===== config.mk =====
export PLATFORM = sky130hd
export DESIGN_NAME = hevc_config_record_parser
export DESIGN_NICKNAME = d
export VERILOG_FILES = /design/src/hdl/hcrp_pkg.sv /design/src/hdl/hcrp_parser.sv /design/src/hdl/hevc_config_record_parser.sv
export SDC_FILE = /design/constraint.sdc
export NUM_CORES = 1
export LEC_CHECK = 0
export BUFFER_PORTS_ARGS = -buffer_cell sky130_fd_sc_hd__clkbuf_2
export CAP_MARGIN = 10
export CORE_MARGIN = 2
export CORE_UTILIZATION = 23
export CTS_CLUSTER_SIZE = 25
export DETAILED_ROUTE_END_ITERATION = 12
export SLEW_MARGIN = 20
export SYNTH_ARGS = -nofsm -noshare
export SYNTH_HDL_FRONTEND = slang
export SYNTH_SLANG_ARGS = --single-unit

===== constraint.sdc =====
create_clock -name clk -period 11.5 [get_ports clk]
set_clock_uncertainty 0.05 [all_clocks]
set_input_delay 2.3 -clock clk [delete_from_list [all_inputs] [get_ports clk]]
set_output_delay 2.3 -clock clk [all_outputs]
set_load 0.01 [all_outputs]

===== src/hdl/hcrp_pkg.sv =====
// types, field tags and status codes of the hvcC record parser
// no dependencies
package hcrp_pkg;

  localparam int MAX_RES = 5;
  localparam int CNT_W   = 3;

  typedef enum logic [2:0] {
    PH_HEADER   = 3'd0,
    PH_ARR_HDR  = 3'd1,
    PH_ARR_CNT  = 3'd2,
    PH_UNIT_LEN = 3'd3,
    PH_PAYLOAD  = 3'd4,
    PH_DONE     = 3'd5
  } phase_t;

  localparam logic [4:0] TAG_CFG_VERSION    = 5'd0;
  localparam logic [4:0] TAG_PROFILE_SPACE  = 5'd1;
  localparam logic [4:0] TAG_TIER_FLAG      = 5'd2;
  localparam logic [4:0] TAG_PROFILE_IDC    = 5'd3;
  localparam logic [4:0] TAG_COMPAT_FLAGS   = 5'd4;
  localparam logic [4:0] TAG_CONSTR_FLAGS   = 5'd5;
  localparam logic [4:0] TAG_LEVEL_IDC      = 5'd6;
  localparam logic [4:0] TAG_MIN_SPATIAL    = 5'd7;
  localparam logic [4:0] TAG_PARALLELISM    = 5'd8;
  localparam logic [4:0] TAG_CHROMA_FORMAT  = 5'd9;
  localparam logic [4:0] TAG_DEPTH_LUMA     = 5'd10;
  localparam logic [4:0] TAG_DEPTH_CHROMA   = 5'd11;
  localparam logic [4:0] TAG_AVG_FRAME_RATE = 5'd12;
  localparam logic [4:0] TAG_CONST_FRAME    = 5'd13;
  localparam logic [4:0] TAG_TEMP_LAYERS    = 5'd14;
  localparam logic [4:0] TAG_TEMP_NESTED    = 5'd15;
  localparam logic [4:0] TAG_LENGTH_SIZE    = 5'd16;
  localparam logic [4:0] TAG_NUM_ARRAYS     = 5'd17;
  localparam logic [4:0] TAG_ARR_COMPLETE   = 5'd18;
  localparam logic [4:0] TAG_NAL_TYPE       = 5'd19;
  localparam logic [4:0] TAG_NUM_NALUS      = 5'd20;
  localparam logic [4:0] TAG_NALU_LENGTH    = 5'd21;
  localparam logic [4:0] TAG_PAYLOAD        = 5'd22;
  localparam logic [4:0] TAG_STATUS         = 5'd23;

  localparam logic [47:0] ST_OK    = 48'd0;
  localparam logic [47:0] ST_TRAIL = 48'd1;
  localparam logic [47:0] ST_TRUNC = 48'd2;

  typedef struct packed {
    logic [4:0]  tag;
    logic [47:0] value;
    logic [7:0]  arr;
    logic [15:0] unit;
  } result_t;

  typedef struct packed {
    result_t [MAX_RES-1:0] res;
    logic [CNT_W-1:0]      cnt;
  } batch_t;

  function automatic result_t mk_res(logic [4:0] tag, logic [47:0] value,
                                     logic [7:0] arr, logic [15:0] unit);
    result_t r;
    r.tag   = tag;
    r.value = value;
    r.arr   = arr;
    r.unit  = unit;
    return r;
  endfunction

endpackage


===== src/hdl/hcrp_parser.sv =====
// parse state of the hvcC record and the result batch of one input byte
// depends on hcrp_pkg
module hcrp_parser (
  input  logic            clk,
  input  logic            rst_n,
  input  logic            in_fire,
  input  logic [7:0]      in_byte,
  input  logic            in_last,
  output hcrp_pkg::batch_t batch
);

  hcrp_pkg::phase_t phase_r, phase_nxt;
  logic [4:0]  bc_r,   bc_nxt;
  logic [47:0] sh_r,   sh_nxt;
  logic [7:0]  al_r,   al_nxt;
  logic [7:0]  ai_r,   ai_nxt;
  logic [15:0] ul_r,   ul_nxt;
  logic [15:0] ui_r,   ui_nxt;
  logic [15:0] pl_r,   pl_nxt;
  logic        ovr_r,  ovr_nxt;

  logic [hcrp_pkg::CNT_W-1:0] n;
  logic        fin_unit;
  logic        fin_arr;
  logic [47:0] st;
  logic [7:0]  b;

  always_comb begin
    phase_nxt = phase_r;
    bc_nxt    = bc_r;
    sh_nxt    = sh_r;
    al_nxt    = al_r;
    ai_nxt    = ai_r;
    ul_nxt    = ul_r;
    ui_nxt    = ui_r;
    pl_nxt    = pl_r;
    ovr_nxt   = ovr_r;
    batch     = '0;
    n         = '0;
    fin_unit  = 1'b0;
    fin_arr   = 1'b0;
    st        = hcrp_pkg::ST_OK;
    b         = in_byte;

    unique case (phase_r)
      hcrp_pkg::PH_HEADER: begin
        sh_nxt = {sh_r[39:0], b};
        bc_nxt = bc_r + 5'd1;
        unique case (bc_r)
          5'd0: begin
            batch.res[n] = hcrp_pkg::mk_res(hcrp_pkg::TAG_CFG_VERSION, 48'(b), '0, '0);
            n = n + 3'd1;
          end
          5'd1: begin
            batch.res[n] = hcrp_pkg::mk_res(hcrp_pkg::TAG_PROFILE_SPACE, 48'(b[7:6]), '0, '0);
            n = n + 3'd1;
            batch.res[n] = hcrp_pkg::mk_res(hcrp_pkg::TAG_TIER_FLAG, 48'(b[5]), '0, '0);
            n = n + 3'd1;
            batch.res[n] = hcrp_pkg::mk_res(hcrp_pkg::TAG_PROFILE_IDC, 48'(b[4:0]), '0, '0);
            n = n + 3'd1;
          end
          5'd5: begin
            batch.res[n] = hcrp_pkg::mk_res(hcrp_pkg::TAG_COMPAT_FLAGS,
                                            48'(sh_nxt[31:0]), '0, '0);
            n = n + 3'd1;
          end
          5'd11: begin
            batch.res[n] = hcrp_pkg::mk_res(hcrp_pkg::TAG_CONSTR_FLAGS, sh_nxt, '0, '0);
            n = n + 3'd1;
          end
          5'd12: begin
            batch.res[n] = hcrp_pkg::mk_res(hcrp_pkg::TAG_LEVEL_IDC, 48'(b), '0, '0);
            n = n + 3'd1;
          end
          5'd14: begin
            batch.res[n] = hcrp_pkg::mk_res(hcrp_pkg::TAG_MIN_SPATIAL,
                                            48'(sh_nxt[11:0]), '0, '0);
            n = n + 3'd1;
          end
          5'd15: begin
            batch.res[n] = hcrp_pkg::mk_res(hcrp_pkg::TAG_PARALLELISM, 48'(b[1:0]), '0, '0);
            n = n + 3'd1;
          end
          5'd16: begin
            batch.res[n] = hcrp_pkg::mk_res(hcrp_pkg::TAG_CHROMA_FORMAT, 48'(b[1:0]), '0, '0);
            n = n + 3'd1;
          end
          5'd17: begin
            batch.res[n] = hcrp_pkg::mk_res(hcrp_pkg::TAG_DEPTH_LUMA, 48'(b[2:0]), '0, '0);
            n = n + 3'd1;
          end
          5'd18: begin
            batch.res[n] = hcrp_pkg::mk_res(hcrp_pkg::TAG_DEPTH_CHROMA, 48'(b[2:0]), '0, '0);
            n = n + 3'd1;
          end
          5'd20: begin
            batch.res[n] = hcrp_pkg::mk_res(hcrp_pkg::TAG_AVG_FRAME_RATE,
                                            48'(sh_nxt[15:0]), '0, '0);
            n = n + 3'd1;
          end
          5'd21: begin
            batch.res[n] = hcrp_pkg::mk_res(hcrp_pkg::TAG_CONST_FRAME, 48'(b[7:6]), '0, '0);
            n = n + 3'd1;
            batch.res[n] = hcrp_pkg::mk_res(hcrp_pkg::TAG_TEMP_LAYERS, 48'(b[5:3]), '0, '0);
            n = n + 3'd1;
            batch.res[n] = hcrp_pkg::mk_res(hcrp_pkg::TAG_TEMP_NESTED, 48'(b[2]), '0, '0);
            n = n + 3'd1;
            batch.res[n] = hcrp_pkg::mk_res(hcrp_pkg::TAG_LENGTH_SIZE, 48'(b[1:0]), '0, '0);
            n = n + 3'd1;
          end
          5'd22: begin
            batch.res[n] = hcrp_pkg::mk_res(hcrp_pkg::TAG_NUM_ARRAYS, 48'(b), '0, '0);
            n = n + 3'd1;
            al_nxt    = b;
            ai_nxt    = '0;
            bc_nxt    = '0;
            phase_nxt = (b == 8'd0) ? hcrp_pkg::PH_DONE : hcrp_pkg::PH_ARR_HDR;
          end
          default: begin
          end
        endcase
      end
      hcrp_pkg::PH_ARR_HDR: begin
        batch.res[n] = hcrp_pkg::mk_res(hcrp_pkg::TAG_ARR_COMPLETE, 48'(b[7]), ai_r, '0);
        n = n + 3'd1;
        batch.res[n] = hcrp_pkg::mk_res(hcrp_pkg::TAG_NAL_TYPE, 48'(b[5:0]), ai_r, '0);
        n = n + 3'd1;
        bc_nxt    = '0;
        phase_nxt = hcrp_pkg::PH_ARR_CNT;
      end
      hcrp_pkg::PH_ARR_CNT: begin
        sh_nxt = {sh_r[39:0], b};
        if (bc_r == 5'd0) begin
          bc_nxt = 5'd1;
        end else begin
          ul_nxt = sh_nxt[15:0];
          ui_nxt = '0;
          batch.res[n] = hcrp_pkg::mk_res(hcrp_pkg::TAG_NUM_NALUS, 48'(sh_nxt[15:0]), ai_r, '0);
          n = n + 3'd1;
          bc_nxt = '0;
          if (sh_nxt[15:0] == 16'd0) begin
            fin_arr = 1'b1;
          end else begin
            phase_nxt = hcrp_pkg::PH_UNIT_LEN;
          end
        end
      end
      hcrp_pkg::PH_UNIT_LEN: begin
        sh_nxt = {sh_r[39:0], b};
        if (bc_r == 5'd0) begin
          bc_nxt = 5'd1;
        end else begin
          pl_nxt = sh_nxt[15:0];
          batch.res[n] = hcrp_pkg::mk_res(hcrp_pkg::TAG_NALU_LENGTH, 48'(sh_nxt[15:0]),
                                          ai_r, ui_r);
          n = n + 3'd1;
          bc_nxt = '0;
          if (sh_nxt[15:0] == 16'd0) begin
            fin_unit = 1'b1;
          end else begin
            phase_nxt = hcrp_pkg::PH_PAYLOAD;
          end
        end
      end
      hcrp_pkg::PH_PAYLOAD: begin
        batch.res[n] = hcrp_pkg::mk_res(hcrp_pkg::TAG_PAYLOAD, 48'(b), ai_r, ui_r);
        n = n + 3'd1;
        pl_nxt = pl_r - 16'd1;
        if (pl_nxt == 16'd0) begin
          fin_unit = 1'b1;
        end
      end
      default: begin
        ovr_nxt = 1'b1;
      end
    endcase

    if (fin_unit) begin
      ui_nxt = ui_nxt + 16'd1;
      ul_nxt = ul_nxt - 16'd1;
      bc_nxt = '0;
      if (ul_nxt == 16'd0) begin
        fin_arr = 1'b1;
      end else begin
        phase_nxt = hcrp_pkg::PH_UNIT_LEN;
      end
    end

    if (fin_arr) begin
      al_nxt    = al_r - 8'd1;
      ai_nxt    = ai_r + 8'd1;
      bc_nxt    = '0;
      phase_nxt = (al_nxt == 8'd0) ? hcrp_pkg::PH_DONE : hcrp_pkg::PH_ARR_HDR;
    end

    if (in_last) begin
      if (ovr_nxt) begin
        st = hcrp_pkg::ST_TRAIL;
      end else if (phase_nxt == hcrp_pkg::PH_DONE) begin
        st = hcrp_pkg::ST_OK;
      end else begin
        st = hcrp_pkg::ST_TRUNC;
      end
      batch.res[n] = hcrp_pkg::mk_res(hcrp_pkg::TAG_STATUS, st, '0, '0);
      n = n + 3'd1;
      phase_nxt = hcrp_pkg::PH_HEADER;
      bc_nxt    = '0;
      sh_nxt    = '0;
      al_nxt    = '0;
      ai_nxt    = '0;
      ul_nxt    = '0;
      ui_nxt    = '0;
      pl_nxt    = '0;
      ovr_nxt   = 1'b0;
    end

    batch.cnt = n;
  end

  always_ff @(posedge clk) begin
    if (!rst_n) begin
      phase_r <= hcrp_pkg::PH_HEADER;
      bc_r    <= '0;
      sh_r    <= '0;
      al_r    <= '0;
      ai_r    <= '0;
      ul_r    <= '0;
      ui_r    <= '0;
      pl_r    <= '0;
      ovr_r   <= 1'b0;
    end else if (in_fire) begin
      phase_r <= phase_nxt;
      bc_r    <= bc_nxt;
      sh_r    <= sh_nxt;
      al_r    <= al_nxt;
      ai_r    <= ai_nxt;
      ul_r    <= ul_nxt;
      ui_r    <= ui_nxt;
      pl_r    <= pl_nxt;
      ovr_r   <= ovr_nxt;
    end
  end

endmodule


===== src/hdl/hevc_config_record_parser.sv =====
// top level of the hvcC record parser: byte stream in, tagged field stream out
// depends on hcrp_pkg and hcrp_parser
//
// channel  dir  tdata                             tuser      tlast
// in_      in   data_byte[7:0]                    -          last_byte
// out_     out  field_value, array_number,        field_tag  run_end
//               unit_number
//
// one byte is taken per cycle while the output queue is empty or its last result is leaving
// a byte with n results holds the input until its last result leaves (up to 5 results)
// results leave one per cycle while out_tready is high, from a five-entry queue filled in one step
// rst_n clears the parse state and empties the queue
module hevc_config_record_parser (
  input  logic        clk,
  input  logic        rst_n,
  input  logic        in_tvalid,
  output logic        in_tready,
  input  logic [7:0]  in_tdata,   // data_byte[7:0]
  input  logic        in_tlast,
  output logic        out_tvalid,
  input  logic        out_tready,
  output logic [71:0] out_tdata,  // field_value[47:0], array_number[55:48], unit_number[71:56]
  output logic [4:0]  out_tuser,  // field_tag[4:0]
  output logic        out_tlast
);

  hcrp_pkg::batch_t batch;
  hcrp_pkg::result_t [hcrp_pkg::MAX_RES-1:0] q_r;
  logic [hcrp_pkg::CNT_W-1:0] qcnt_r;
  logic in_fire;
  logic out_fire;

  assign out_fire   = out_tvalid & out_tready;
  assign in_tready  = (qcnt_r == '0) || ((qcnt_r == 3'd1) && out_tready);
  assign in_fire    = in_tvalid & in_tready;
  assign out_tvalid = (qcnt_r != '0);
  assign out_tlast  = (qcnt_r == 3'd1);
  assign out_tuser  = q_r[0].tag;
  assign out_tdata  = {q_r[0].unit, q_r[0].arr, q_r[0].value};

  hcrp_parser u_parser (
    .clk     (clk),
    .rst_n   (rst_n),
    .in_fire (in_fire),
    .in_byte (in_tdata),
    .in_last (in_tlast),
    .batch   (batch)
  );

  always_ff @(posedge clk) begin
    if (!rst_n) begin
      qcnt_r <= '0;
    end else if (in_fire) begin
      qcnt_r <= batch.cnt;
    end else if (out_fire) begin
      qcnt_r <= qcnt_r - 3'd1;
    end
  end

  always_ff @(posedge clk) begin
    if (in_fire) begin
      q_r <= batch.res;
    end else if (out_fire) begin
      q_r <= {hcrp_pkg::result_t'('0), q_r[hcrp_pkg::MAX_RES-1:1]};
    end
  end

endmodule


* After elaboration in Yosys (flattened, before gate mapping)
Cells that the tools add are included.
** Word-level totals
- Register bits after elaboration :: 501
- Input bits :: 13
- Output and inout port bits :: 80
** Operators by class
- Add/sub/neg operators :: 8
- Magnitude comparators :: 2
- Equality and inequality tests :: 19
- Multiplexer cells :: 71
- Bitwise gates (word level) :: 2
- Reduce and logical (&&, ||, !) cells :: 26
** Operators with widths (count)
- $mux 385 :: 3
- $pmux 77 s13 :: 1
- $bwmux 385 :: 1
- $pmux 77 s5 :: 1
- $mux 77 :: 4
- $pmux 153 s2 :: 1
- $demux 77 s3 :: 1
- $mux 16 :: 10
- $mux 154 :: 1
- $pmux 77 s2 :: 1
- $mux 48 :: 2
- $mux 40 :: 2
- $mux 8 :: 8
- $logic_not 16->1 :: 3
- $mux 3 :: 14
- $pmux 16 s2 :: 1
- $sub 16x1->16 const B :: 2
- $eq 5x5->1 const B :: 6
- $pmux 3 s4 :: 2
- $eq 5x4->1 const B :: 4
- $mux 5 :: 4
- $add 16x1->16 const B :: 1
- $logic_not 8->1 :: 2
- $pmux 5 s3 :: 1
- 31 further kinds :: 52

* Longest topological paths before layout
- Word-level depth :: 15
- Depth in mapped cells :: 17
- Gate-level depth less buffers :: 16

* Modules after synthesis
From an unflattened synthesis, not the netlist that was laid out.
** Second synthesis, totals
- Cells, all modules :: 2930
- Area, all modules :: 27022.2 um^2
** Modules (own cells, without submodules)
- hevc_config_record_parser :: times used 1, cells each 1573, area an instance 17028.8 um^2
- hcrp_parser :: times used 1, cells each 1357, area an instance 9993.3 um^2

* Least setup slack after synthesis
OpenSTA, ideal clock, no wires.
- Path kind :: input-to-reg
- From :: input in_tvalid
- To :: register q_r, in the netlist out_tdata[0] (enable)
- Library setup time :: 465 ps
- Data arrival time :: 4637 ps
- Data required time :: 10985 ps
- Slack :: 6348 ps
- Cell stages on the path :: 2
- Buffers on the path :: 0
- Path through :: mux2i_1 inv_1
** On the way
- Word-level cells in the longest chain between the ends :: 2
** Ends and longest elaborated chain
- start, declared :: RTL line hevc_config_record_parser.sv:16 : input logic in_tvalid,
- $and 1x1->1 :: RTL line hevc_config_record_parser.sv:35 : assign in_fire = in_tvalid & in_tready;
- $reduce_bool 2->1 (no source line)
- end signal, assigned :: RTL line hevc_config_record_parser.sv:62 : q_r <= batch.res;
- end signal, assigned :: RTL line hevc_config_record_parser.sv:64 : q_r <= {hcrp_pkg::result_t'('0), q_r[hcrp_pkg::MAX_RES-1:1]};
- end, declared :: RTL line hevc_config_record_parser.sv:28 : hcrp_pkg::result_t [hcrp_pkg::MAX_RES-1:0] q_r;
No other way between the ends.
A chain may end at the register's enable or synchronous reset.

* Final worst setup path
- From :: input in_tdata[7]
- To :: register q_r[102] (netlist name), data pin
** On the way
- Word-level cells in the longest chain between the ends :: 14
** Ends and longest elaborated chain
- start, declared :: RTL line hevc_config_record_parser.sv:18 : input logic [7:0] in_tdata,
- $mux 16 (tied with other cells) :: RTL line hcrp_parser.sv:133 : if (bc_r == 5'd0) begin
- $mux 16 (tied with other cells) :: RTL line hcrp_parser.sv:45 : unique case (phase_r)
- $sub 16x1->16 (tied with other cells) :: RTL line hcrp_parser.sv:180 : ul_nxt = ul_nxt - 16'd1;
- $logic_not 16->1 (tied with other cells) :: RTL line hcrp_parser.sv:182 : if (ul_nxt == 16'd0) begin
- $mux 3 / $mux 1 (equally long branches) :: RTL line hcrp_parser.sv:182
- $mux 3 / $mux 1 (equally long branches) :: RTL line hcrp_parser.sv:178 : if (fin_unit) begin
- $mux 3 (*) :: RTL line hcrp_parser.sv:189 : if (fin_arr) begin
- $eq 3x3->1 (*) :: RTL line hcrp_parser.sv:199 : end else if (phase_nxt == hcrp_pkg::PH_DONE) begin
- $mux 2 (*) :: RTL line hcrp_parser.sv:199
- $mux 48 (*) :: RTL line hcrp_parser.sv:197 : if (ovr_nxt) begin
- $mux 48 (*) :: RTL line hcrp_parser.sv:196 : if (in_last) begin
- $bwmux 385 (*) :: RTL line hcrp_parser.sv:204 : batch.res[n] = hcrp_pkg::mk_res(hcrp_pkg::TAG_STATUS, st, '0, '0);
- $mux 385 (*) :: RTL line hcrp_parser.sv:196
- $mux 385 (*) :: RTL line hevc_config_record_parser.sv:61 : if (in_fire) begin
Mark *: on every way between the ends. The rest lies on a longest branch, timed or not. The select of a mux whose other input is x is not followed.

==> results.yml <==
synth:
  ys_top_cells_by_area: "edfxtp_1 (28%), dfxtp_1 (19%), buf_4 (4.7%), nor2_1 (4.6%), and2_1 (3.7%)"
  synth_xor_area_frac: 0.0201
  synthAdderAreaFrac: 0.0174
  synth_cell_types: 82
  synthMuxAreaShare: 0.0116
  synth_edf_count: 112
  synth_nets: 1372
  syn_area_um2: 12200
  synthFlopType: "dfxtp_1"
  yosys_warnings: 0
  ys_ff_latch: 228
  synthSimpleGateAreaFrac: 0.219
  synth_compound_area_frac: 0.181
  yosysTopAreaCell: "edfxtp_1"
  yosys.area.top_type_share: 0.276
  synth-seq-area-share: 0.466
  synth-async-reset-ratio: 0
  syn_inst: 1342
  avgSynthCellArea_um2: 9.09
  synth_top_family_by_area: "simple AND/OR/NAND/NOR gates"
critical_path:
  start_kind: "input port"
  regToRegEndpoint: "q_r[102]$_DFFE_PP_"
  worstPathMaxFanout: 18
  cp.required_ns: 11.75
  worst-r2r-setup-slack_ns: 6.59
  cp_data_arrival_time_ns: 5.84
  crit_type: "in2reg"
  reg2reg_from: "u_parser.bc_r[0]$_SDFFE_PN0P_"
  cp-end-kind: "flop"
  r2r_cells: 15
placed_design:
  place_area_um2: 12700
  gp_congestion: 0.883
  dp_hpwl_um: 23500
  port_buffers: 92
grt:
  grt_max_degree: 72
  grt_pass1_vias: 9253
  grt_usage: 0.122
  grt_antenna_before_repair: 1
  grt_pass1_wl_um: 53400
  grt_overflow_total: 0
worst_hold_path:
  min-delay-start: "u_parser.ui_r[15]$_SDFFE_PN0P_"
  hold_depth: 1
  hp-class: "reg2reg"
  whs_endpoint: "u_parser.ui_r[15]$_SDFFE_PN0P_"
clocking:
  ctsHoldBuffers: 0
  htree_levels: 1
  cts_inserted_buffers: 26
  cts_tree: "built"
  cts_resized: 0
  clkSlewWorstSetupHoldPaths_ns: 0.06
  cts_setup_buffers: 0
  cts_root_buf: "clkbuf_16"
  cts_buffer_depth: 3
  worstSkewPairLatency_ns: 0.56
  clock_sinks: 228
cells_and_area:
  mostFrequentLayoutCells: "nor2_1 (148), dfxtp_1 (116), nand2_1 (112), edfxtp_1 (112), clkbuf_2 (92)"
  syn2layout_area_growth_pct: 11.4
  drive_gt1_frac: 0.132
  nNetsFinal: 1342
  mostFrequentLayoutCell: "nor2_1"
  design_area_um2: 13600
floorplan:
  rows: 84
  ios: 93
  fp.dieW_um: 234
  dieArea_um2: 54900
  start_util: 0.232
  core-area_um2: 52600
  die_h_um: 234
routing:
  vias: 9872
  drt_iter0_markers: 769
  finalWirelength_um: 34100
  antenna_left: 0
  wire_per_inst_um: 16.9
  viasPerCell: 4.88
  drt_pass1_iterations: 6
  route.detailed.drc: 0
timing:
  fmax_mhz: 179
  worstMarginPinSlew_ns: 0.972
  slew_headroom: 0.352
  drv_slew: 0
  setup_tns_ns: 0
  grt_setup_unrepaired: "no"
  fin_crit_sh: 0.486
  setup_viol: 0
  period_minus_slack_ns: 5.59
  hold_viol_final: 0
status:
  status: "completed"
power:
  peakVddDrop_uv: 88.6
  p_leak_nw: 4.98
  p_per_area_nw_per_um2: 194
job:
  maxCapViolCount: 0
==> layer usage <==
metal,global-route usage,vias to the layer above,share of wire
li1,-,4730,-
met1,0.168,4773,0.45
met2,0.191,310,0.45
met3,0.0216,59,0.063
met4,0.0476,0,0.031
met5,0,-,0
==> cells by family (layout without fill, tap and decap cells) <==
group	after synthesis	count (layout)
compound gates	338	338
other cells	0	2
fa+ha+maj	17	17
xor+xnor	28	28
flops	228	228
simple gates	523	523
buf+inv	194	184
mux	14	14
==> sequential cells by signal, indices dropped and copies added (netlist names) <==
name / cells
out_tuser: 5
out_tdata: 72
u_parser.ovr_r: 1
u_parser.bc_r: 5
qcnt_r: 3
u_parser.pl_r: 16
q_r: 35
u_parser.sh_r: 40
u_parser.phase_r: 3
u_parser.al_r: 8
u_parser.ui_r: 16
u_parser.ul_r: 16
u_parser.ai_r: 8
==> cell type report <==
class,count,area [um2]
Timing Repair Buffer,106,566
Inverter,30,115
Sequential cell,228,5690
Antenna cell,2,5.00
Multi-Input combinational cell,920,5520
Clock inverter,15,116
Clock buffer,33,728
Tap cell,688,861
Fill cell,5676,39000
==> worst max-delay path: stages <==
cell and delay, ns:
clkbuf_2 0.25, or3_1 0.40, or3_1 0.34, or4_4 0.53
nor2_4 0.13, or2_1 0.68, a41oi_4 0.49, o211ai_2 0.43
o21ai_0 0.15, o21a_1 0.11
==> worst max path at each step <==
stage                 from                       endpoint  slack (ns)  cells past startpoint
5_1_grt        in_tdata[0]  u_parser.al_r[5]$_SDFFE_PN0P_        5.68                     10
6_report       in_tdata[7]             q_r[102]$_DFFE_PP_        5.91                     10
3_3_place_gp   in_tdata[7]             q_r[102]$_DFFE_PP_        5.54                     10
4_1_cts        in_tdata[7]             q_r[102]$_DFFE_PP_        5.99                     10
2_1_floorplan    in_tvalid         out_tdata[0]$_DFFE_PP_        6.35                      2
3_5_place_dp   in_tdata[7]             q_r[179]$_DFFE_PP_        5.42                     10
==> cells in the mapped netlist, types with 16 or more instances <==
| cell type | instances |
|---|---|
| a21oi_1 | 85 |
| a22o_1 | 16 |
| a22oi_1 | 52 |
| and2_1 | 73 |
| and3_1 | 17 |
| buf_4 | 77 |
| clkbuf_1 | 77 |
| dfxtp_1 | 116 |
| edfxtp_1 | 112 |
| ha_1 | 17 |
| inv_1 | 29 |
| nand2_1 | 113 |
| nand3_1 | 31 |
| nor2_1 | 148 |
| nor3_1 | 31 |
| nor4_1 | 18 |
| o21ai_0 | 72 |
| or3_1 | 17 |
| xnor2_1 | 16 |
==> per-stage QoR <==
| stage | util | hold slack (ns) | setup WS [ns] | total power, mW | cells |
|---|---|---|---|---|---|
| after floorplan | - | 0.375 | 6.35 | 1.70 | 1342 |
| after global placement | 0.242 | 0.391 | 5.54 | 1.83 | 1972 |
| after detailed placement | 0.242 | 0.407 | 5.42 | 1.85 | 1972 |
| after CTS | 0.258 | 0.418 | 5.99 | 2.67 | 2020 |
| after global routing | 0.259 | 0.438 | 5.68 | 2.78 | 2020 |
| final | 0.259 | 0.413 | 5.91 | 2.64 | 2022 |
==> where the power goes <==
| part | internal (mW) | switching (mW) |
|---|---|---|
| clock network | 0.472 | 0.353 |
| logic | 0.197 | 0.448 |
| registers | 1.09 | 0.0748 |
| total | 1.76 | 0.876 |
No activity file was read; power rests on OpenSTA's default activity.
